--- src/dtpc_pkg.sv ---
// Shared types, constants and helper functions for the disparity to point cloud block.
package dtpc_pkg;

    localparam int unsigned NUM_W   = 44;
    localparam int unsigned DEN_W   = 24;
    localparam int unsigned CNT_W   = 6;
    localparam int unsigned QDEPTH  = 2;
    localparam int unsigned LIM_MAX = 4096;

    localparam logic [23:0] SAT_POS = 24'h7FFFFF;
    localparam logic [23:0] SAT_NEG = 24'h800000;

    typedef enum logic [2:0] {
        REG_FOCAL_X   = 3'd0,
        REG_FOCAL_Y   = 3'd1,
        REG_CENTER_X  = 3'd2,
        REG_CENTER_Y  = 3'd3,
        REG_BASELINE  = 3'd4,
        REG_MAX_RANGE = 3'd5,
        REG_STRIDE    = 3'd6,
        REG_WIDTH     = 3'd7
    } t_reg_index;

    typedef struct packed {
        logic [23:0] focal_x;
        logic [23:0] focal_y;
        logic [19:0] center_x;
        logic [19:0] center_y;
        logic [16:0] baseline;
        logic [23:0] max_range;
    } t_cfg;

    typedef struct packed {
        logic signed [15:0] disparity;
        logic [23:0]        rgb;
        logic [11:0]        column;
        logic [11:0]        row;
        logic               grid;
    } t_work;

    typedef struct packed {
        logic [23:0]        depth;
        logic               depth_valid;
        logic               point_keep;
        logic signed [23:0] point_x;
        logic signed [23:0] point_y;
        logic [23:0]        packed_rgb;
        logic [11:0]        column;
        logic [11:0]        row;
    } t_result;

    typedef enum logic [3:0] {
        S_IDLE,
        S_ZMUL,
        S_ZSTART,
        S_ZWAIT,
        S_XMUL,
        S_XSTART,
        S_XWAIT,
        S_YMUL,
        S_YSTART,
        S_YWAIT,
        S_DONE
    } t_state;

    // {sign, |(pos<<8) - center|}
    function automatic logic [20:0] offset_mag(input logic [11:0] pos, input logic [19:0] center);
        logic [19:0] p;
        logic        neg;
        p   = {pos, 8'd0};
        neg = center > p;
        return {neg, neg ? (center - p) : (p - center)};
    endfunction

    function automatic logic [23:0] saturate(input logic [NUM_W-1:0] q, input logic neg);
        logic [23:0] r;
        if (neg) begin
            r = (q > NUM_W'(24'h800000)) ? SAT_NEG : (24'd0 - q[23:0]);
        end else begin
            r = (q > NUM_W'(24'h7FFFFF)) ? SAT_POS : q[23:0];
        end
        return r;
    endfunction

endpackage

--- src/dtpc_front.sv ---
// Front end: raster position and stride phase tracking for accepted pixels.
module dtpc_front #(
    parameter int unsigned MAX_WIDTH  = 4096,
    parameter int unsigned MAX_HEIGHT = 4096
) (
    input  logic                i_clk,
    input  logic                i_rst_n,
    input  logic                i_accept,
    input  logic signed [15:0]  i_disparity,
    input  logic [7:0]          i_blue,
    input  logic [7:0]          i_green,
    input  logic [7:0]          i_red,
    input  logic                i_frame_start,
    input  logic [4:0]          i_stride,
    input  logic [12:0]         i_frame_width,
    output dtpc_pkg::t_work     o_work
);

    localparam int unsigned WLIM = (MAX_WIDTH  > dtpc_pkg::LIM_MAX) ? dtpc_pkg::LIM_MAX : MAX_WIDTH;
    localparam int unsigned HLIM = (MAX_HEIGHT > dtpc_pkg::LIM_MAX) ? dtpc_pkg::LIM_MAX : MAX_HEIGHT;

    logic [11:0] r_col, r_row;
    logic [3:0]  r_col_ph, r_row_ph;
    logic [11:0] u, v;
    logic [3:0]  cph, rph;
    logic [4:0]  s;
    logic [12:0] width;
    logic [12:0] u1, v1;
    logic [4:0]  cph1, rph1;

    always_comb begin
        u   = i_frame_start ? 12'd0 : r_col;
        v   = i_frame_start ? 12'd0 : r_row;
        cph = i_frame_start ? 4'd0 : r_col_ph;
        rph = i_frame_start ? 4'd0 : r_row_ph;
        if (i_stride == 5'd0) begin
            s = 5'd1;
        end else if (i_stride > 5'd16) begin
            s = 5'd16;
        end else begin
            s = i_stride;
        end
        if (i_frame_width == 13'd0) begin
            width = 13'd1;
        end else if (i_frame_width > 13'(WLIM)) begin
            width = 13'(WLIM);
        end else begin
            width = i_frame_width;
        end
        u1   = {1'b0, u} + 13'd1;
        v1   = {1'b0, v} + 13'd1;
        cph1 = {1'b0, cph} + 5'd1;
        rph1 = {1'b0, rph} + 5'd1;
        o_work.disparity = i_disparity;
        o_work.rgb       = {i_red, i_green, i_blue};
        o_work.column    = u;
        o_work.row       = v;
        o_work.grid      = (cph == 4'd0) && (rph == 4'd0);
    end

    always_ff @(posedge i_clk) begin
        if (!i_rst_n) begin
            r_col    <= '0;
            r_row    <= '0;
            r_col_ph <= '0;
            r_row_ph <= '0;
        end else if (i_accept) begin
            if (u1 >= width) begin
                r_col    <= '0;
                r_col_ph <= '0;
                if (v1 >= 13'(HLIM)) begin
                    r_row    <= '0;
                    r_row_ph <= '0;
                end else begin
                    r_row    <= v1[11:0];
                    r_row_ph <= (rph1 >= s) ? 4'd0 : rph1[3:0];
                end
            end else begin
                r_col    <= u1[11:0];
                r_col_ph <= (cph1 >= s) ? 4'd0 : cph1[3:0];
                r_row    <= v;
                r_row_ph <= rph;
            end
        end
    end

endmodule

--- src/dtpc_queue.sv ---
// Short word queue between front end and back end.
module dtpc_queue (
    input  logic            i_clk,
    input  logic            i_rst_n,
    input  logic            i_push,
    input  dtpc_pkg::t_work i_word,
    input  logic            i_pop,
    output logic            o_full,
    output logic            o_valid,
    output dtpc_pkg::t_work o_word
);

    dtpc_pkg::t_work r_mem [dtpc_pkg::QDEPTH];
    logic            r_wp, r_rp;
    logic [1:0]      r_cnt;

    assign o_full  = (r_cnt == 2'(dtpc_pkg::QDEPTH));
    assign o_valid = (r_cnt != 2'd0);
    assign o_word  = r_mem[r_rp];

    always_ff @(posedge i_clk) begin
        if (i_push) begin
            r_mem[r_wp] <= i_word;
        end
    end

    always_ff @(posedge i_clk) begin
        if (!i_rst_n) begin
            r_wp  <= 1'b0;
            r_rp  <= 1'b0;
            r_cnt <= 2'd0;
        end else begin
            if (i_push) begin
                r_wp <= ~r_wp;
            end
            if (i_pop) begin
                r_rp <= ~r_rp;
            end
            r_cnt <= r_cnt + 2'(i_push) - 2'(i_pop);
        end
    end

endmodule

--- src/dtpc_div.sv ---
// Restoring divider, one quotient bit per cycle.
module dtpc_div (
    input  logic                         i_clk,
    input  logic                         i_rst_n,
    input  logic                         i_start,
    input  logic [dtpc_pkg::NUM_W-1:0]   i_num,
    input  logic [dtpc_pkg::DEN_W-1:0]   i_den,
    output logic                         o_done,
    output logic [dtpc_pkg::NUM_W-1:0]   o_quo
);

    logic [dtpc_pkg::NUM_W-1:0] r_num;
    logic [dtpc_pkg::DEN_W-1:0] r_den, r_rem;
    logic [dtpc_pkg::CNT_W-1:0] r_cnt;
    logic                       r_busy, r_done;
    logic [dtpc_pkg::DEN_W:0]   trial;
    logic                       qbit;

    always_comb begin
        trial = {r_rem, r_num[dtpc_pkg::NUM_W-1]};
        qbit  = trial >= {1'b0, r_den};
    end

    assign o_done = r_done;
    assign o_quo  = r_num;

    always_ff @(posedge i_clk) begin
        if (i_start) begin
            r_num <= i_num;
            r_den <= i_den;
            r_rem <= '0;
        end else if (r_busy) begin
            r_num <= {r_num[dtpc_pkg::NUM_W-2:0], qbit};
            r_rem <= qbit ? dtpc_pkg::DEN_W'(trial - {1'b0, r_den}) : trial[dtpc_pkg::DEN_W-1:0];
        end
    end

    always_ff @(posedge i_clk) begin
        if (!i_rst_n) begin
            r_busy <= 1'b0;
            r_done <= 1'b0;
            r_cnt  <= '0;
        end else begin
            r_done <= 1'b0;
            if (i_start) begin
                r_busy <= 1'b1;
                r_cnt  <= dtpc_pkg::CNT_W'(dtpc_pkg::NUM_W);
            end else if (r_busy) begin
                r_cnt <= r_cnt - 1'b1;
                if (r_cnt == dtpc_pkg::CNT_W'(1)) begin
                    r_busy <= 1'b0;
                    r_done <= 1'b1;
                end
            end
        end
    end

endmodule

--- src/dtpc_back.sv ---
// Back end: depth division, reprojection and the result register.
module dtpc_back (
    input  logic              i_clk,
    input  logic              i_rst_n,
    input  dtpc_pkg::t_cfg    i_cfg,
    input  logic              i_q_valid,
    input  dtpc_pkg::t_work   i_q_word,
    output logic              o_q_pop,
    input  logic              i_pop,
    output logic              o_res_valid,
    output dtpc_pkg::t_result o_res
);

    dtpc_pkg::t_state  r_state, n_state;
    dtpc_pkg::t_work   r_work;
    dtpc_pkg::t_result r_res;
    logic [dtpc_pkg::NUM_W-1:0] r_prod;
    logic [23:0]       r_z, r_px, r_py;
    logic              r_valid, r_keep, r_neg, r_out_valid;
    logic              d_pos;
    logic              div_start, div_done;
    logic [dtpc_pkg::NUM_W-1:0] div_num, div_quo;
    logic [dtpc_pkg::DEN_W-1:0] div_den;
    logic [20:0]       offx, offy;
    logic              zvalid;
    logic              res_free;

    assign d_pos    = !r_work.disparity[15] && (r_work.disparity != 16'sd0);
    assign offx     = dtpc_pkg::offset_mag(r_work.column, i_cfg.center_x);
    assign offy     = dtpc_pkg::offset_mag(r_work.row, i_cfg.center_y);
    assign zvalid   = (div_quo != '0) && (div_quo <= dtpc_pkg::NUM_W'(i_cfg.max_range));
    assign res_free = !r_out_valid || i_pop;

    dtpc_div u_div (
        .i_clk   (i_clk),
        .i_rst_n (i_rst_n),
        .i_start (div_start),
        .i_num   (div_num),
        .i_den   (div_den),
        .o_done  (div_done),
        .o_quo   (div_quo)
    );

    always_comb begin
        n_state = r_state;
        case (r_state)
            dtpc_pkg::S_IDLE:   if (i_q_valid) n_state = dtpc_pkg::S_ZMUL;
            dtpc_pkg::S_ZMUL:   n_state = d_pos ? dtpc_pkg::S_ZSTART : dtpc_pkg::S_DONE;
            dtpc_pkg::S_ZSTART: n_state = dtpc_pkg::S_ZWAIT;
            dtpc_pkg::S_ZWAIT: begin
                if (div_done) begin
                    n_state = (zvalid && r_work.grid) ? dtpc_pkg::S_XMUL : dtpc_pkg::S_DONE;
                end
            end
            dtpc_pkg::S_XMUL:   n_state = dtpc_pkg::S_XSTART;
            dtpc_pkg::S_XSTART: begin
                n_state = (i_cfg.focal_x == '0) ? dtpc_pkg::S_YMUL : dtpc_pkg::S_XWAIT;
            end
            dtpc_pkg::S_XWAIT:  if (div_done) n_state = dtpc_pkg::S_YMUL;
            dtpc_pkg::S_YMUL:   n_state = dtpc_pkg::S_YSTART;
            dtpc_pkg::S_YSTART: begin
                n_state = (i_cfg.focal_y == '0) ? dtpc_pkg::S_DONE : dtpc_pkg::S_YWAIT;
            end
            dtpc_pkg::S_YWAIT:  if (div_done) n_state = dtpc_pkg::S_DONE;
            dtpc_pkg::S_DONE:   if (res_free) n_state = dtpc_pkg::S_IDLE;
            default:            n_state = dtpc_pkg::S_IDLE;
        endcase
    end

    always_comb begin
        o_q_pop   = 1'b0;
        div_start = 1'b0;
        div_num   = r_prod;
        div_den   = i_cfg.focal_x;
        case (r_state)
            dtpc_pkg::S_IDLE:   o_q_pop = i_q_valid;
            dtpc_pkg::S_ZSTART: begin
                div_start = 1'b1;
                div_den   = {6'd0, r_work.disparity[14:0], 3'd0};
            end
            dtpc_pkg::S_XSTART: div_start = (i_cfg.focal_x != '0);
            dtpc_pkg::S_YSTART: begin
                div_start = (i_cfg.focal_y != '0);
                div_den   = i_cfg.focal_y;
            end
            default: begin
                div_start = 1'b0;
            end
        endcase
    end

    always_ff @(posedge i_clk) begin
        case (r_state)
            dtpc_pkg::S_IDLE: begin
                r_work  <= i_q_word;
                r_valid <= 1'b0;
                r_keep  <= 1'b0;
                r_z     <= '0;
                r_px    <= '0;
                r_py    <= '0;
            end
            dtpc_pkg::S_ZMUL: begin
                r_prod <= dtpc_pkg::NUM_W'(i_cfg.focal_x * i_cfg.baseline);
            end
            dtpc_pkg::S_ZWAIT: begin
                if (div_done) begin
                    r_valid <= zvalid;
                    r_keep  <= zvalid && r_work.grid;
                    r_z     <= zvalid ? div_quo[23:0] : 24'd0;
                end
            end
            dtpc_pkg::S_XMUL: begin
                r_prod <= dtpc_pkg::NUM_W'(offx[19:0] * r_z);
                r_neg  <= offx[20];
            end
            dtpc_pkg::S_XSTART: begin
                if (i_cfg.focal_x == '0) begin
                    r_px <= (r_prod == '0) ? 24'd0 : (r_neg ? dtpc_pkg::SAT_NEG : dtpc_pkg::SAT_POS);
                end
            end
            dtpc_pkg::S_XWAIT: if (div_done) r_px <= dtpc_pkg::saturate(div_quo, r_neg);
            dtpc_pkg::S_YMUL: begin
                r_prod <= dtpc_pkg::NUM_W'(offy[19:0] * r_z);
                r_neg  <= offy[20];
            end
            dtpc_pkg::S_YSTART: begin
                if (i_cfg.focal_y == '0) begin
                    r_py <= (r_prod == '0) ? 24'd0 : (r_neg ? dtpc_pkg::SAT_NEG : dtpc_pkg::SAT_POS);
                end
            end
            dtpc_pkg::S_YWAIT: if (div_done) r_py <= dtpc_pkg::saturate(div_quo, r_neg);
            dtpc_pkg::S_DONE: begin
                if (res_free) begin
                    r_res.depth       <= r_z;
                    r_res.depth_valid <= r_valid;
                    r_res.point_keep  <= r_keep;
                    r_res.point_x     <= r_px;
                    r_res.point_y     <= r_py;
                    r_res.packed_rgb  <= r_work.rgb;
                    r_res.column      <= r_work.column;
                    r_res.row         <= r_work.row;
                end
            end
            default: begin
                r_prod <= r_prod;
            end
        endcase
    end

    always_ff @(posedge i_clk) begin
        if (!i_rst_n) begin
            r_state     <= dtpc_pkg::S_IDLE;
            r_out_valid <= 1'b0;
        end else begin
            r_state <= n_state;
            if (r_state == dtpc_pkg::S_DONE && res_free) begin
                r_out_valid <= 1'b1;
            end else if (i_pop) begin
                r_out_valid <= 1'b0;
            end
        end
    end

    assign o_res_valid = r_out_valid;
    assign o_res       = r_res;

    a_keep_valid: assert property (@(posedge i_clk) disable iff (!i_rst_n)
        r_out_valid |-> (!r_res.point_keep || r_res.depth_valid))
        else $error("point kept without valid depth");
    a_depth_zero: assert property (@(posedge i_clk) disable iff (!i_rst_n)
        (r_out_valid && !r_res.depth_valid) |-> (r_res.depth == 24'd0))
        else $error("invalid depth not zero");
    a_point_zero: assert property (@(posedge i_clk) disable iff (!i_rst_n)
        (r_out_valid && !r_res.point_keep) |-> (r_res.point_x == 24'sd0 && r_res.point_y == 24'sd0))
        else $error("dropped point carries coordinates");
    a_pop_idle: assert property (@(posedge i_clk) disable iff (!i_rst_n)
        o_q_pop |-> (r_state == dtpc_pkg::S_IDLE && i_q_valid))
        else $error("queue popped while busy");

endmodule

--- src/disparity_to_point_cloud_top.sv ---
// Top level: configuration registers, front end, queue and back end.
//
//   channel  direction  handshake          payload
//   pixel    in         push / full        i_disparity, i_blue, i_green, i_red, i_frame_start
//   result   out        empty / pop        o_depth .. o_row
//   config   in         i_cfg_wr_en        i_cfg_index, i_cfg_data
//
// The back end works on one pixel at a time; its divider produces one quotient bit per cycle.
// A non-positive disparity skips the division; a depth out of range or off the stride grid skips
// reprojection; a kept point also divides for x and y (no y division when focal_y is zero).
// A two-word queue lets the front end take pixels while the back end works.
// Reset is synchronous and active low; it clears position counters, queue and the result valid flag.
// The result word holds until popped; the back end stalls only when a second result is ready.
module disparity_to_point_cloud_top #(
    parameter int unsigned MAX_WIDTH  = 4096,
    parameter int unsigned MAX_HEIGHT = 4096
) (
    input  logic               i_clk,
    input  logic               i_rst_n,
    input  logic               push,
    output logic               full,
    input  logic signed [15:0] i_disparity,
    input  logic [7:0]         i_blue,
    input  logic [7:0]         i_green,
    input  logic [7:0]         i_red,
    input  logic               i_frame_start,
    output logic               empty,
    input  logic               pop,
    output logic [23:0]        o_depth,
    output logic               o_depth_valid,
    output logic               o_point_keep,
    output logic signed [23:0] o_point_x,
    output logic signed [23:0] o_point_y,
    output logic [23:0]        o_packed_rgb,
    output logic [11:0]        o_column,
    output logic [11:0]        o_row,
    input  logic               i_cfg_wr_en,
    input  logic [2:0]         i_cfg_index,
    input  logic [23:0]        i_cfg_data
);

    dtpc_pkg::t_cfg    r_cfg;
    logic [4:0]        r_stride;
    logic [12:0]       r_width;
    dtpc_pkg::t_work   front_word, q_word;
    dtpc_pkg::t_result res;
    logic              accept, q_valid, q_pop, res_valid;

    assign accept = push && !full;

    always_ff @(posedge i_clk) begin
        if (!i_rst_n) begin
            r_cfg.focal_x   <= '0;
            r_cfg.focal_y   <= '0;
            r_cfg.center_x  <= '0;
            r_cfg.center_y  <= '0;
            r_cfg.baseline  <= 17'd3932;
            r_cfg.max_range <= 24'd655360;
            r_stride        <= 5'd2;
            r_width         <= 13'd896;
        end else if (i_cfg_wr_en) begin
            case (dtpc_pkg::t_reg_index'(i_cfg_index))
                dtpc_pkg::REG_FOCAL_X:   r_cfg.focal_x   <= i_cfg_data;
                dtpc_pkg::REG_FOCAL_Y:   r_cfg.focal_y   <= i_cfg_data;
                dtpc_pkg::REG_CENTER_X:  r_cfg.center_x  <= i_cfg_data[19:0];
                dtpc_pkg::REG_CENTER_Y:  r_cfg.center_y  <= i_cfg_data[19:0];
                dtpc_pkg::REG_BASELINE:  r_cfg.baseline  <= i_cfg_data[16:0];
                dtpc_pkg::REG_MAX_RANGE: r_cfg.max_range <= i_cfg_data;
                dtpc_pkg::REG_STRIDE:    r_stride        <= i_cfg_data[4:0];
                dtpc_pkg::REG_WIDTH:     r_width         <= i_cfg_data[12:0];
                default:                 r_stride        <= r_stride;
            endcase
        end
    end

    dtpc_front #(
        .MAX_WIDTH  (MAX_WIDTH),
        .MAX_HEIGHT (MAX_HEIGHT)
    ) u_front (
        .i_clk         (i_clk),
        .i_rst_n       (i_rst_n),
        .i_accept      (accept),
        .i_disparity   (i_disparity),
        .i_blue        (i_blue),
        .i_green       (i_green),
        .i_red         (i_red),
        .i_frame_start (i_frame_start),
        .i_stride      (r_stride),
        .i_frame_width (r_width),
        .o_work        (front_word)
    );

    dtpc_queue u_queue (
        .i_clk   (i_clk),
        .i_rst_n (i_rst_n),
        .i_push  (accept),
        .i_word  (front_word),
        .i_pop   (q_pop),
        .o_full  (full),
        .o_valid (q_valid),
        .o_word  (q_word)
    );

    dtpc_back u_back (
        .i_clk       (i_clk),
        .i_rst_n     (i_rst_n),
        .i_cfg       (r_cfg),
        .i_q_valid   (q_valid),
        .i_q_word    (q_word),
        .o_q_pop     (q_pop),
        .i_pop       (pop && res_valid),
        .o_res_valid (res_valid),
        .o_res       (res)
    );

    assign empty         = !res_valid;
    assign o_depth       = res.depth;
    assign o_depth_valid = res.depth_valid;
    assign o_point_keep  = res.point_keep;
    assign o_point_x     = res.point_x;
    assign o_point_y     = res.point_y;
    assign o_packed_rgb  = res.packed_rgb;
    assign o_column      = res.column;
    assign o_row         = res.row;

endmodule

--- config.mk ---
export PLATFORM = sky130hd
export DESIGN_NAME = disparity_to_point_cloud_top
export DESIGN_NICKNAME = d
export VERILOG_FILES = /design/src/dtpc_pkg.sv /design/src/dtpc_front.sv /design/src/dtpc_queue.sv /design/src/dtpc_div.sv /design/src/dtpc_back.sv /design/src/disparity_to_point_cloud_top.sv
export SDC_FILE = /design/constraint.sdc
export NUM_CORES = 2
export LEC_CHECK = 0
export BUFFER_PORTS_ARGS = -buffer_cell sky130_fd_sc_hd__buf_2
export CAP_MARGIN = 15
export CORE_MARGIN = 2
export CORE_UTILIZATION = 40
export CTS_CLUSTER_SIZE = 12
export DETAILED_ROUTE_END_ITERATION = 8
export GPL_ROUTABILITY_DRIVEN = 0
export GPL_TIMING_DRIVEN = 0
export SLEW_MARGIN = 20
export SYNTH_ARGS = -nofsm -noshare
export SYNTH_HDL_FRONTEND = slang
export SYNTH_SLANG_ARGS = --single-unit
--- constraint.sdc ---
create_clock -name i_clk -period 11.9 [get_ports i_clk]
set_input_delay 1.785 -clock i_clk [delete_from_list [all_inputs] [get_ports i_clk]]
set_output_delay 1.785 -clock i_clk [all_outputs]
set_load 0.01 [all_outputs]
==> flow_summary_export.csv <==
group,metric,value,unit
status,outcome,"finished clean",
cts,clkTransAtPathRegs,0.06,ns
floorplanning,die_w,447,um
finish,fin_cells,11310,
timing,drv_slew,0,
worst_setup_path,cp_max_fo,10,
finish,finalInstanceArea,86300,um^2
worst_setup_path,cp-end-kind,"register",
floorplanning,die_area,200000,um^2
logic_synthesis,yosysTopAreaCell,"fa_1",
timing,rsz0062_at_grt,"false",
logic_synthesis,ys_async_sr_fraction,0,
logic_synthesis,synth.distinct_cells,93,
floorplanning,coreArea,195000,um^2
place,place.detailed.hpwl,220000,um
worst_setup_path,crit_path_top_delay_cell,"nor3_1",
drt,dr.pass1.iters,8,
cts,post_cts_buffers,0,
logic_synthesis,synth-edff-count,504,
logic_synthesis,syn_avg_cell_area,9.47,um^2
logic_synthesis,synth_top_area_frac,0.284,
floorplanning,rows,162,
finish,drive_gt1_frac,0.0634,
place,io_buffers,187,
floorplanning,initial_core_util,0.403,
timing,tightest_slew,1.36,ns
drt,drc,0,
timing,clock.fmax,86.7,MHz
drt,via_per_inst,5.44,
worst_setup_path,critPathLaunchType,"register",
worst_setup_path,cp_common_cell,"fa_1",
cts,root_buffer,"clkbuf_16",
cts,ctsHtreeMaxLevel,3,
logic_synthesis,yosys_warnings,0,
cts,cts_tree,"done",
timing,slew_headroom,0.0918,
logic_synthesis,synth_nets,10043,
logic_synthesis,synth_area_leaders,"fa_1 (28%), edfxtp_1 (19%), ha_1 (8.8%)",
logic_synthesis,ys_seq_elements,724,
cts,clk_latency,0.71,ns
timing,finalCriticalPeriod,11.53,ns
grt,grt_pass1_vias,62132,
hold_path,hp-class,"reg -> reg",
timing,skew,0.0528,ns
finish,fin_util,0.442,
grt,grt_overflow_total,0,
place,dpl_cell_area,83600,um^2
cts,cts.path.max_buffers,3,
worst_setup_path,cp_data_required_time,12.35,ns
grt,grt_antenna_before_repair,28,
logic_synthesis,netlist_instances,8301,
logic_synthesis,synth_area,78600,um^2
timing,fin_crit_sh,0.969,
drt,wl,275000,um
place,place_inst,11158,
drt,drt_iter0_markers,6476,
run,drv_cap,0,
drt,vias,61580,
logic_synthesis,yosysMostFrequentCell,"inv_1",
timing,hold_viol,0,
cts,cts.repair.resized,0,
logic_synthesis,yosysSeqAreaShare,0.248,
timing,setup_viol,0,
cts,cts_made_buffers,79,
grt,grt_max_degree,39,
grt,grt_pass1_wl,407000,um
floorplanning,die_y,447,um
drt,wl_per_cell,24.3,um
worst_setup_path,path_class,"reg -> reg",
floorplanning,io_pins,197,
worst_setup_path,worstPathArrival,11.98,ns
finish,area_growth,9.77,%
grt,grt_use_total,0.276,
logic_synthesis,synth_common_cells,"inv_1 (1395), nand2_1 (1361), fa_1 (1116)",
cts,cts_num_sinks,724,
finish,nets,10357,
cts,ctsHoldBuffers,0,
logic_synthesis,synth_ff_type,"edfxtp_1",
finish,fill_cells,18764,
worst_setup_path,slowest_delay,0.60,ns
drt,antenna_left,0,
-- per-stage QoR --
stage | setup TNS, ns | worst slack [ns] | hold slack [ns]
after floorplan | 0 | 1.07 | 0.400
after global placement | -562.67 | -4.71 | 0.402
after detailed placement | 0 | 0.156 | 0.405
after CTS | 0 | 0.0887 | 0.407
after global routing | 0 | 0.000107 | 0.408
final | 0 | 0.369 | 0.406
-- final cells by class --
| cell class | instances | area, um^2 | share of cell area |
|---|---|---|---|
| Clock buffer | 111 | 2180 | 0.0253 |
| Clock inverter | 31 | 365 | 0.00423 |
| Buffer | 464 | 1830 | 0.0211 |
| Antenna cell | 10 | 25.0 | 0.000290 |
| Inverter | 1396 | 5240 | 0.0607 |
| Tap cell | 2624 | 3280 | 0.0380 |
| Multi-Input combinational cell | 5717 | 52400 | 0.607 |
| Sequential cell | 724 | 19500 | 0.226 |
| Timing Repair Buffer | 233 | 1470 | 0.0170 |
-- worst max-delay path: cells and delay by family (launching register included) --
| family | cells | cell delay (ns) |
|---|---|---|
| flops | 1 | 0.57 |
| buf+inv | 7 | 1.13 |
| mux | 1 | 0.36 |
| simple gates | 5 | 1.27 |
| fa+ha+maj | 10 | 4.27 |
| compound gates | 14 | 3.67 |
-- cells in the final DEF, fill, tap and decap left out, types with 57 or more instances in the layout --
| master | n |
|---|---|
| mux2_2 | 70 |
| nand3_1 | 107 |
| nand3b_1 | 57 |
| nor3_1 | 63 |
| fa_1 | 1116 |
| buf_2 | 209 |
| inv_1 | 1394 |
| a21oi_1 | 226 |
| a21o_1 | 79 |
| edfxtp_1 | 504 |
| dfxtp_1 | 220 |
| and2_1 | 527 |
| ha_1 | 553 |
| clkbuf_16 | 80 |
| o21ai_0 | 199 |
| xor2_1 | 76 |
| a21boi_0 | 139 |
| clkbuf_1 | 430 |
| xnor2_1 | 90 |
| nor2b_1 | 115 |
| nor2_1 | 209 |
| nand2_1 | 1361 |
-- sequential cells by signal (all words and copies together) (netlist names), 6 cells and up --
name	cells
u_back.o_res	122
u_back.r_py	24
u_back.r_px	24
u_back.u_div.r_cnt	6
u_back.u_div.r_den	24
u_back.u_div.r_rem	24
u_back.r_work	65
u_back.r_z	24
u_front.r_col	12
r_width	13
u_front.r_row	12
u_queue.r_mem	130
u_back.div_num	44
r_cfg	129
u_back.u_div.o_quo	44
-- logic make-up after synthesis --
group                      count (synthesis)  synth area share
AOI/OAI and AO/OA                       1032            0.0869
xor gates and xnor gates                 190            0.0212
adders and majority gates               1669             0.372
buffers and inverters                   1860            0.0894
DFF                                      724             0.248
muxes                                    100            0.0139
and+or+nand+nor                         2726             0.168
-- final timing paths --
path                      from  slack, ns                  to  depth (start not counted)
min reg2reg  u_back.r_work[31]       0.41    u_back.o_res[30]                          0
max reg2reg   u_back.r_work[1]       0.37  u_back.div_num[42]                         37
max           u_back.r_work[1]       0.37  u_back.div_num[42]                         37
min          u_back.r_work[31]       0.41    u_back.o_res[30]                          0
-- metal layers --
metal / GRT usage / part of all wire / up-vias
li1: - / - / 27085
met3: 0.0689 / 0.10 / 717
met4: 0.165 / 0.071 / 22
met5: 0 / 0.00056 / -
met2: 0.427 / 0.44 / 3045
met1: 0.350 / 0.38 / 30711
Power is left out: the tool's default activity adds up to more than one toggle a clock period on the data nets, which glitch-free logic cannot reach.
